`src/rtl/icv_pkg.sv`:
```
`default_nettype none
// ----------------------------------------------------------------------------
// icv_pkg
// Shared constants and types for the image CRC-32 verifier.
// ----------------------------------------------------------------------------
package icv_pkg;

  localparam int unsigned SizeW  = 24;
  localparam int unsigned CrcW   = 32;
  localparam int unsigned ByteW  = 8;

  localparam logic [CrcW-1:0]  CrcPoly   = 32'hEDB8_8320;
  localparam logic [CrcW-1:0]  CrcInit   = 32'hFFFF_FFFF;
  localparam logic [SizeW-1:0] SizeReset = 24'd65536;

  // Number of trailing checksum bytes at the end of an image.
  localparam logic [SizeW:0]   TrailerBytes = 25'd4;

  typedef struct packed {
    logic            crc_ok;
    logic [CrcW-1:0] computed_crc;
    logic [CrcW-1:0] stored_crc;
  } result_t;

endpackage
`default_nettype wire

```
`src/rtl/icv_if.sv`:
```
`default_nettype none
// ----------------------------------------------------------------------------
// icv_if
// Valid/ready channels for image bytes in and check results out.
// ----------------------------------------------------------------------------
interface icv_byte_if;
  logic                         valid;
  logic                         ready;
  logic [icv_pkg::ByteW-1:0]    data_byte;

  modport source (output valid, output data_byte, input ready);
  modport sink   (input valid, input data_byte, output ready);
endinterface

interface icv_result_if;
  logic                         valid;
  logic                         ready;
  logic                         crc_ok;
  logic [icv_pkg::CrcW-1:0]     computed_crc;
  logic [icv_pkg::CrcW-1:0]     stored_crc;

  modport source (output valid, output crc_ok, output computed_crc, output stored_crc,
                  input ready);
  modport sink   (input valid, input crc_ok, input computed_crc, input stored_crc,
                  output ready);
endinterface
`default_nettype wire

```
`src/rtl/icv_crc_byte.sv`:
```
`default_nettype none
// ----------------------------------------------------------------------------
// icv_crc_byte
// Folds one byte into a reflected CRC-32 register combinationally.
// ----------------------------------------------------------------------------
module icv_crc_byte (
  input  wire logic [icv_pkg::CrcW-1:0]  crc_i,
  input  wire logic [icv_pkg::ByteW-1:0] byte_i,
  output logic      [icv_pkg::CrcW-1:0]  crc_o
);

  logic [icv_pkg::CrcW-1:0] acc;

  // Eight bit steps of the LSB-first shift register, unrolled.
  always_comb begin
    acc = crc_i ^ {{(icv_pkg::CrcW-icv_pkg::ByteW){1'b0}}, byte_i};
    for (int k = 0; k < icv_pkg::ByteW; k++) begin
      if (acc[0]) begin
        acc = (acc >> 1) ^ icv_pkg::CrcPoly;
      end else begin
        acc = acc >> 1;
      end
    end
    crc_o = acc;
  end

endmodule
`default_nettype wire

```
`src/rtl/image_crc32_verifier_top.sv`:
```
`default_nettype none
// ----------------------------------------------------------------------------
// image_crc32_verifier_top
// Streams a firmware image byte by byte, runs CRC-32 over the body and
// compares it against the little-endian checksum in the last four bytes.
// ----------------------------------------------------------------------------
//
//   Channel   Dir   Handshake      Beat content
//   in_if     in    valid/ready    data_byte: next image byte in address order
//   out_if    out   valid/ready    crc_ok, computed_crc, stored_crc
//   cfg       in    cfg_we_i       cfg_wdata_i: image size in bytes
//
// Input beats need no wait state; a new byte may follow in the next
// cycle. The only storage between the sides is the result register, so the
// final byte of an image shows its result in the cycle after it is accepted.
// Input ready drops only while a result is held and the sink is not taking it.
// Reset returns the image size to 65536 bytes, presets the running CRC to
// all ones, clears the byte count and trailer word; needs no clearing pass.
//
module image_crc32_verifier_top (
  input  wire logic                       clk_i,
  input  wire logic                       rst_ni,
  input  wire logic                       cfg_we_i,
  input  wire logic [icv_pkg::SizeW-1:0]  cfg_wdata_i,
  icv_byte_if.sink                        in_if,
  icv_result_if.source                    out_if
);

  // Configuration register holding the total image length.
  logic [icv_pkg::SizeW-1:0] size_q;

  // Per-image running state.
  logic [icv_pkg::CrcW-1:0]  crc_q,     crc_d;
  logic [icv_pkg::SizeW-1:0] count_q,   count_d;
  logic [icv_pkg::CrcW-1:0]  trailer_q, trailer_d;

  // Result register with its valid flag.
  icv_pkg::result_t          res_q,     res_d;
  logic                      res_vld_q, res_vld_d;

  logic                      in_fire;
  logic                      fold_en;
  logic                      last_byte;
  logic [icv_pkg::SizeW:0]   idx_ext;
  logic [icv_pkg::SizeW:0]   size_ext;
  logic [icv_pkg::CrcW-1:0]  crc_fold;
  logic [icv_pkg::CrcW-1:0]  crc_upd;
  logic [icv_pkg::CrcW-1:0]  trailer_upd;

  // The byte port can accept whenever the result slot is free or draining.
  assign in_if.ready = !res_vld_q || out_if.ready;
  assign in_fire     = in_if.valid && in_if.ready;

  icv_crc_byte u_crc_byte (
    .crc_i  (crc_q),
    .byte_i (in_if.data_byte),
    .crc_o  (crc_fold)
  );

  // Index and size are widened by one bit so that the compares never wrap.
  assign idx_ext   = {1'b0, count_q};
  assign size_ext  = {1'b0, size_q};
  assign fold_en   = (idx_ext + icv_pkg::TrailerBytes) < size_ext;
  assign last_byte = (idx_ext + 25'd1) >= size_ext;

  // A body byte goes into the CRC; a trailer byte shifts in from the top.
  assign crc_upd     = fold_en ? crc_fold : crc_q;
  assign trailer_upd = fold_en ? trailer_q : {in_if.data_byte, trailer_q[31:8]};

  always_comb begin
    crc_d     = crc_q;
    count_d   = count_q;
    trailer_d = trailer_q;
    res_d     = res_q;
    res_vld_d = res_vld_q && !out_if.ready;

    if (in_fire) begin
      if (last_byte) begin
        // Image complete: publish the result and start over.
        res_d.computed_crc = ~crc_upd;
        res_d.stored_crc   = trailer_upd;
        res_d.crc_ok       = (~crc_upd) == trailer_upd;
        res_vld_d          = 1'b1;
        crc_d              = icv_pkg::CrcInit;
        count_d            = '0;
        trailer_d          = '0;
      end else begin
        crc_d     = crc_upd;
        trailer_d = trailer_upd;
        count_d   = count_q + 24'd1;
      end
    end
  end

  always_ff @(posedge clk_i or negedge rst_ni) begin
    if (!rst_ni) begin
      size_q    <= icv_pkg::SizeReset;
      crc_q     <= icv_pkg::CrcInit;
      count_q   <= '0;
      trailer_q <= '0;
      res_vld_q <= 1'b0;
    end else begin
      if (cfg_we_i) begin
        size_q <= cfg_wdata_i;
      end
      crc_q     <= crc_d;
      count_q   <= count_d;
      trailer_q <= trailer_d;
      res_vld_q <= res_vld_d;
    end
  end

  // Result payload carries no reset; it is qualified by res_vld_q.
  always_ff @(posedge clk_i) begin
    res_q <= res_d;
  end

  assign out_if.valid        = res_vld_q;
  assign out_if.crc_ok       = res_q.crc_ok;
  assign out_if.computed_crc = res_q.computed_crc;
  assign out_if.stored_crc   = res_q.stored_crc;

endmodule
`default_nettype wire

```
`src/flat_wrapper.sv`:
```
// flat-port wrapper written by rule: the top's interface ports become plain ports
module image_crc32_verifier_top_flat 
  (clk_i, rst_ni, cfg_we_i, cfg_wdata_i, in_if_valid, in_if_data_byte, in_if_ready, out_if_valid, out_if_crc_ok, out_if_computed_crc, out_if_stored_crc, out_if_ready);
  icv_byte_if in_if_i ();
  icv_result_if out_if_i ();
  input  wire logic clk_i;
  input  wire logic rst_ni;
  input  wire logic cfg_we_i;
  input  wire logic [icv_pkg::SizeW-1:0] cfg_wdata_i;
  input wire logic [$bits(in_if_i.valid)-1:0] in_if_valid;
  input wire logic [$bits(in_if_i.data_byte)-1:0] in_if_data_byte;
  output wire logic [$bits(in_if_i.ready)-1:0] in_if_ready;
  output wire logic [$bits(out_if_i.valid)-1:0] out_if_valid;
  output wire logic [$bits(out_if_i.crc_ok)-1:0] out_if_crc_ok;
  output wire logic [$bits(out_if_i.computed_crc)-1:0] out_if_computed_crc;
  output wire logic [$bits(out_if_i.stored_crc)-1:0] out_if_stored_crc;
  input wire logic [$bits(out_if_i.ready)-1:0] out_if_ready;
  assign in_if_i.valid = in_if_valid;
  assign in_if_i.data_byte = in_if_data_byte;
  assign in_if_ready = in_if_i.ready;
  assign out_if_valid = out_if_i.valid;
  assign out_if_crc_ok = out_if_i.crc_ok;
  assign out_if_computed_crc = out_if_i.computed_crc;
  assign out_if_stored_crc = out_if_i.stored_crc;
  assign out_if_i.ready = out_if_ready;
  image_crc32_verifier_top u_core (.clk_i(clk_i), .rst_ni(rst_ni), .cfg_we_i(cfg_we_i), .cfg_wdata_i(cfg_wdata_i), .in_if(in_if_i), .out_if(out_if_i));
endmodule
```
`config.mk`:
```
export PLATFORM = sky130hd
export DESIGN_NAME = image_crc32_verifier_top_flat
export DESIGN_NICKNAME = d
export VERILOG_FILES = /design/src/rtl/icv_pkg.sv /design/src/rtl/icv_if.sv /design/src/rtl/icv_crc_byte.sv /design/src/rtl/image_crc32_verifier_top.sv /design/src/flat_wrapper.sv
export SDC_FILE = /design/constraint.sdc
export NUM_CORES = 1
export LEC_CHECK = 0
export BUFFER_PORTS_ARGS = -buffer_cell sky130_fd_sc_hd__buf_2
export CAP_MARGIN = 20
export CORE_MARGIN = 2
export CORE_UTILIZATION = 27
export CTS_CLUSTER_SIZE = 25
export DETAILED_ROUTE_END_ITERATION = 7
export GPL_ROUTABILITY_DRIVEN = 1
export HOLD_SLACK_MARGIN = 0.06
export PLACE_DENSITY = 0.44
export SYNTH_ARGS = -nofsm -noshare
export SYNTH_HDL_FRONTEND = slang
export SYNTH_SLANG_ARGS = --single-unit
export TNS_END_PERCENT = 20
```
`constraint.sdc`:
```
create_clock -name clk_i -period 7.5 [get_ports clk_i]
set_input_delay 1.875 -clock clk_i [delete_from_list [all_inputs] [get_ports clk_i]]
set_output_delay 1.875 -clock clk_i [all_outputs]
set_load 0.02 [all_outputs]
```
== Yosys cells after proc, flatten, opt, wreduce, memory -nomap -nowiden ==
Cells that the tools add are included.

* Reduce and logical (&&, ||, !) cells: 6
* Bitwise logic cells: 10
* $add $sub $neg: 3
* Equal/unequal tests: 1
* Multiplexer cells: 15
* Order comparisons: 2

{| class="wikitable"
|+ Operator list
! operator !! count
|-
| 2-to-1 mux 32 bit || 12
|-
| inverter 13 -> 14 bit || 8
|-
| == test 32 bit || 1
|-
| inverter 32 bit || 1
|-
| XOR 32 x 8 -> 32 bit || 1
|-
| adder 24 x 1 -> 25 bit (second input constant) || 1
|-
| adder 24 x 3 -> 25 bit (second input constant) || 1
|-
| >= comparator 25 x 24 -> 1 bit || 1
|-
| less-than comparator 25 x 24 -> 1 bit || 1
|-
| adder 24 x 1 -> 24 bit (second input constant) || 1
|-
| 2-to-1 mux 24 bit || 1
|-
| logical AND 1 bit || 2
|-
| logical NOT 1 bit || 2
|-
| 2-to-1 mux 1 bit || 2
|-
| AND reduction 2 bit || 1
|-
| logical OR 1 bit || 1
|}

* Input bits: 37
* Logic and storage cells: 45
* Bits in registers: 178
* Output and inout port bits: 67

== Logic depth before layout (Yosys ltp) ==
* Depth in word-level cells: 20
* Mapped depth: 20
* Gate-level depth less buffers: 17

== Hierarchy ==
From an unflattened synthesis, not the netlist that was laid out.

* Cell total of the unflattened synthesis: 887
* Area, all modules: 10540.1 sq um

{| class="wikitable"
|+ Modules (own cells, without submodules)
! module !! cells each !! area an instance (sq um) !! times used
|-
| image_crc32_verifier_top || 823 || 9585.4 || 1
|-
| icv_crc_byte || 64 || 954.7 || 1
|}

== Worst setup path after synthesis ==
OpenSTA, ideal clock, no wires.

* Path kind: reg2reg
* Start: register u_core.count_q[2] (netlist name)
* End: register u_core.res_q (netlist bit u_core.out_if.computed_crc[0]) (enable)
* Cell stages (with the launch flop): 18
* Clock period less this slack: 6.568 ns
* Arrival time: 6.079 ns
* Required time: 7.011 ns
* Path slack: 0.932 ns
* Cell sequence: dfrtp_1 ha_1 nand2_1 or3_1 nor4_1 nand3_1 xnor2_1 ha_1 a21o_1 a21o_1 a21o_1 a21oi_1 o311ai_0 a221oi_1 o21a_1 clkbuf_1 clkbuf_1 nor2_1

* Longest elaborated chain between the ends: 3

{| class="wikitable"
|+ Ends and longest elaborated chain
! item !! line !! source
|-
| from (decl) || image_crc32_verifier_top.sv:34 || <nowiki>logic [icv_pkg::SizeW-1:0] count_q, count_d;</nowiki>
|-
| from (signal assigned) || image_crc32_verifier_top.sv:107 || <nowiki>count_q <= count_d;</nowiki>
|-
| adder 24 x 1 -> 25 bit || image_crc32_verifier_top.sv:64 || <nowiki>assign last_byte = (idx_ext + 25'd1) >= size_ext;</nowiki>
|-
| >= comparator 25 x 24 -> 1 bit || image_crc32_verifier_top.sv:64 ||
|-
| AND reduction 2 bit (no source line) || -- ||
|-
| to (signal assigned) || image_crc32_verifier_top.sv:115 || <nowiki>res_q <= res_d;</nowiki>
|-
| to (decl) || image_crc32_verifier_top.sv:38 || <nowiki>icv_pkg::result_t res_q, res_d;</nowiki>
|}

No other way between the ends.
A chain may end at the register's enable or synchronous reset.

== Worst setup path in the final report ==
* Start: register u_core.count_q[2] (netlist name)
* End: register u_core.count_q[16] (netlist name)

* Longest elaborated chain between the ends: 3
* Elaborated cells between the ends (all ways): 4

{| class="wikitable"
|+ Ends and longest elaborated chain
! item !! line !! source
|-
| adder 24 x 1 -> 25 bit || image_crc32_verifier_top.sv:64 ||
|-
| >= comparator 25 x 24 -> 1 bit || image_crc32_verifier_top.sv:64 ||
|-
| 2-to-1 mux 24 bit * || image_crc32_verifier_top.sv:78 || <nowiki>if (last_byte) begin</nowiki>
|}

Mark *: on every way between the ends. The rest lies on a longest branch, timed or not.

==> flow_summary_export.csv <==
group,metric,value,unit
status,status,"finished, final reports clean",
detailed_routing,routedWlPerCell,18.8,µm
place,portBuffers,103,
grt,grt_pass1_vias,7316,
pwr,p_leak,5.33,nW
cells_and_area,drive_above_1_share,0.202,
detailed_routing,ant_nets,0,
logic_synthesis,yosys_warnings,0,
floorplanning,die_height,200,µm
logic_synthesis,synth_top_area_cell,"dfrtp_1",
worst_setup_path,crit_path_max_incr_delay,0.72,ns
cts,cts_sinks,178,
timing,rsz0062_at_grt,"no",
worst_setup_path,cp_max_fo,68,
floorplanning,core_area,37700,µm²
logic_synthesis,synth_nets,1092,
pwr,total_power,4.92,mW
cells_and_area,syn2layout_area_growth,15.9,%
logic_synthesis,synth_edf_count,65,
cells_and_area,nNetsFinal,1167,
place,preCtsSetupSlack,1.99,ns
logic_synthesis,netlist.area_leader.share,0.193,
cts,hold_buffers,0,
worst_setup_path,cp_common_cell,"a21o_1",
worst_setup_path,critical_path.cell_chain,"ha_1 > nand2_1 > or3_1 > nor4_1 > nand3_1 > xnor2_1 > ha_1 > a21o_1 > a21o_1 > a21o_1 > a21oi_1 > o311ai_0 > a221oi_1 > o21a_2 > buf_4 > nand2_1 > o31ai_1",
detailed_routing,drtPass1Iterations,7,
worst_setup_path,arrival,5.92,ns
place,hpwl,21.9,mm
pwr,powerDensity,410,nW/µm²
cts,cts_tree,"yes",
worst_setup_path,worstPathRequired,7.86,ns
timing,fmax,180,MHz
logic_synthesis,synth.avg_cell_area,10.3,µm²
timing,maxSlewHeadroom,0.389,
grt,grt_pass1_wl,46.2,mm
timing,fin_ws,1.94,ns
logic_synthesis,ys_seq_area_frac,0.466,
floorplanning,rows,71,
floorplanning,die_w,200,µm
timing,min_period,5.56,ns
logic_synthesis,synth_cells,1005,
grt,overflow,0,
worst_setup_path,critPathSlowestCell,"nor4_1",
floorplanning,ios,104,
grt,grt_max_degree,108,
place,gp_congestion,0.840,
worst_setup_path,end_kind,"register",
timing,min_period_over_period,0.742,
detailed_routing,vias,7466,
pwr,peakVddDrop,180,µV
logic_synthesis,synth_cell_types,52,
logic_synthesis,ys_ff_latch,178,
cells_and_area,antenna_cells,0,
cts,cts_made_buffers,17,
logic_synthesis,netlist_area,10300,µm²
timing,tightest_slew,0.916,ns
worst_setup_path,critical_path_class,"reg -> reg",
cts,cts_resized,0,
grt,antenna_found_initial,0,
min_path,hold_path_class,"reg -> reg",
cts,clkTransAtPathRegs,0.08,ns
run,max-cap-violations,0,
detailed_routing,drc,0,
timing,setup_viol,0,
cts,clock_latency,0.46,ns
cts,cts_root_buf,"clkbuf_16",
logic_synthesis,synth_area_leaders,"dfrtp_1 (19%), edfxtp_1 (19%), xnor2_1 (9.5%)",
timing,hold_viol,0,
detailed_routing,drt-initial-drc-count,526,
floorplanning,initial_core_util,0.275,
cts,cts_setup_buffers,0,
timing,clock_skew,0.0135,ns
worst_setup_path,critPathLaunchType,"register",
cts,clockBufferDepth,2,
detailed_routing,viasPerCell,4.65,
timing,setup_tns,0,ns
timing,slew_viol_final,0,
logic_synthesis,async_flop_share,0.635,
cells_and_area,fill_cells,3992,
cts,ctsHtreeMaxLevel,4,
floorplanning,die_area,39900,µm²
logic_synthesis,synthFlopType,"dfrtp_1",
detailed_routing,wl,30.2,mm
grt,grt_usage,0.157,
## placed cells by master (no fill, tap or decap), types with 14 or more instances in the layout
master	synthesis	final
a31oi_1	35	35
buf_2	6	102
clkbuf_16	0	17
dfrtp_1	80	80
dfstp_2	33	33
edfxtp_1	65	65
ha_1	50	50
inv_1	29	29
mux2_2	26	26
mux2i_1	31	31
nand2_1	156	155
nand3_1	52	52
nand4_1	14	14
nor2_1	53	52
o21ai_0	48	47
xnor2_1	112	112
xor2_1	50	50
## cell families after synthesis
| kind of cell | Yosys count | share of synthesized area |
|---|---|---|
| adders and majority gates | 50 | 0.0605 |
| and+or+nand+nor | 325 | 0.139 |
| xor gates and xnor gates | 173 | 0.158 |
| AOI/OAI and AO/OA | 131 | 0.0798 |
| muxes | 63 | 0.0648 |
| DFF | 178 | 0.466 |
| buffers and inverters | 85 | 0.0319 |
## registers in the layout, indices dropped and copies added, names as in the netlist
signal	count
u_core.crc_q	32
u_core.out_if.computed_crc	32
u_core.out_if.stored_crc	32
u_core.trailer_q	32
u_core.count_q	24
u_core.size_q	24
u_core.out_if.crc_ok	1
u_core.out_if.valid	1
## final timing paths
path / from / end / slack (ns) / depth (start not counted)
max: u_core.count_q[2]$_DFFE_PN0P_ / u_core.count_q[16]$_DFFE_PN0P_ / 1.94 / 17
min: u_core.crc_q[21]$_DFFE_PN1P_ / u_core.crc_q[21]$_DFFE_PN1P_ / 0.52 / 2
max reg2reg: u_core.count_q[2]$_DFFE_PN0P_ / u_core.count_q[16]$_DFFE_PN0P_ / 1.94 / 17
min reg2reg: u_core.crc_q[21]$_DFFE_PN1P_ / u_core.crc_q[21]$_DFFE_PN1P_ / 0.52 / 2
max in group asynchronous: rst_ni / u_core.out_if.valid$_DFF_PN0_ / 4.63 / 2
min in group asynchronous: rst_ni / u_core.size_q[4]$_DFFE_PN0P_ / 1.46 / 1
## layer usage
layer	vias to the layer above	wire length, µm	track usage	part of all wire
met5	-	0	0	0
met4	0	455	0.0469	0.015
li1	3634	-	-	-
met2	172	13300	0.231	0.44
met3	26	1320	0.0254	0.044
met1	3634	15100	0.234	0.50
## cells in the mapped netlist, drive strengths merged (2+ instances only)
library cell,instances
xor2,51
nor3,10
buf,12
a2111oi,2
inv,29
ha,50
mux2,32
a211o,2
nand2b,2
nand2,156
clkbuf,44
a21oi,6
o21ai,49
a31oi,35
nand4,14
a2bb2oi,2
edfxtp,65
mux2i,31
dfrtp,80
or3,3
o31ai,3
a221o,2
nand3,52
xnor2,122
and3,10
nor2,53
a21o,13
nor4,13
nor2b,4
dfstp,33
and2,4
or2,2
a221oi,2
o21a,7
## area by class of cell
cell class | instances | area [µm²] | share of cell area
well taps | 511 | 639 | 0.0533
inverters | 29 | 109 | 0.00908
repair buffers | 112 | 618 | 0.0515
flip-flops and latches | 178 | 4820 | 0.402
multi-input cells | 742 | 5210 | 0.435
clock buffers | 18 | 429 | 0.0358
clock inverters | 14 | 163 | 0.0136
## worst max-delay path: cells and delay by family (launching register included)
kind                     cells  cell delay [ns]
AO/OA/AOI/OAI                8             1.85
buffers and inverters        1             0.69
AND/OR/NAND/NOR              5             1.70
flip-flops                   1             0.44
XOR/XNOR                     1             0.24
adder cells (fa/ha/maj)      2             0.56
## through the flow
| stage | hold WS (ns) | utilization | cells | cell area [µm²] |
|---|---|---|---|---|
| floorplan | 0.475 | - | 1005 | 10300 |
| global placement | 0.505 | 0.301 | 1570 | 11400 |
| global route | 0.552 | 0.318 | 1604 | 12000 |
| finish | 0.521 | 0.318 | 1604 | 12000 |
| detailed placement | 0.507 | 0.302 | 1571 | 11400 |
| CTS | 0.520 | 0.318 | 1603 | 12000 |
## where the power goes
part | internal [mW] | total (mW) | switching, mW
logic | 1.01 | 2.43 | 1.42
clock network | 0.476 | 0.918 | 0.442
registers | 1.36 | 1.57 | 0.218
Power figures use the tool's default switching activity.
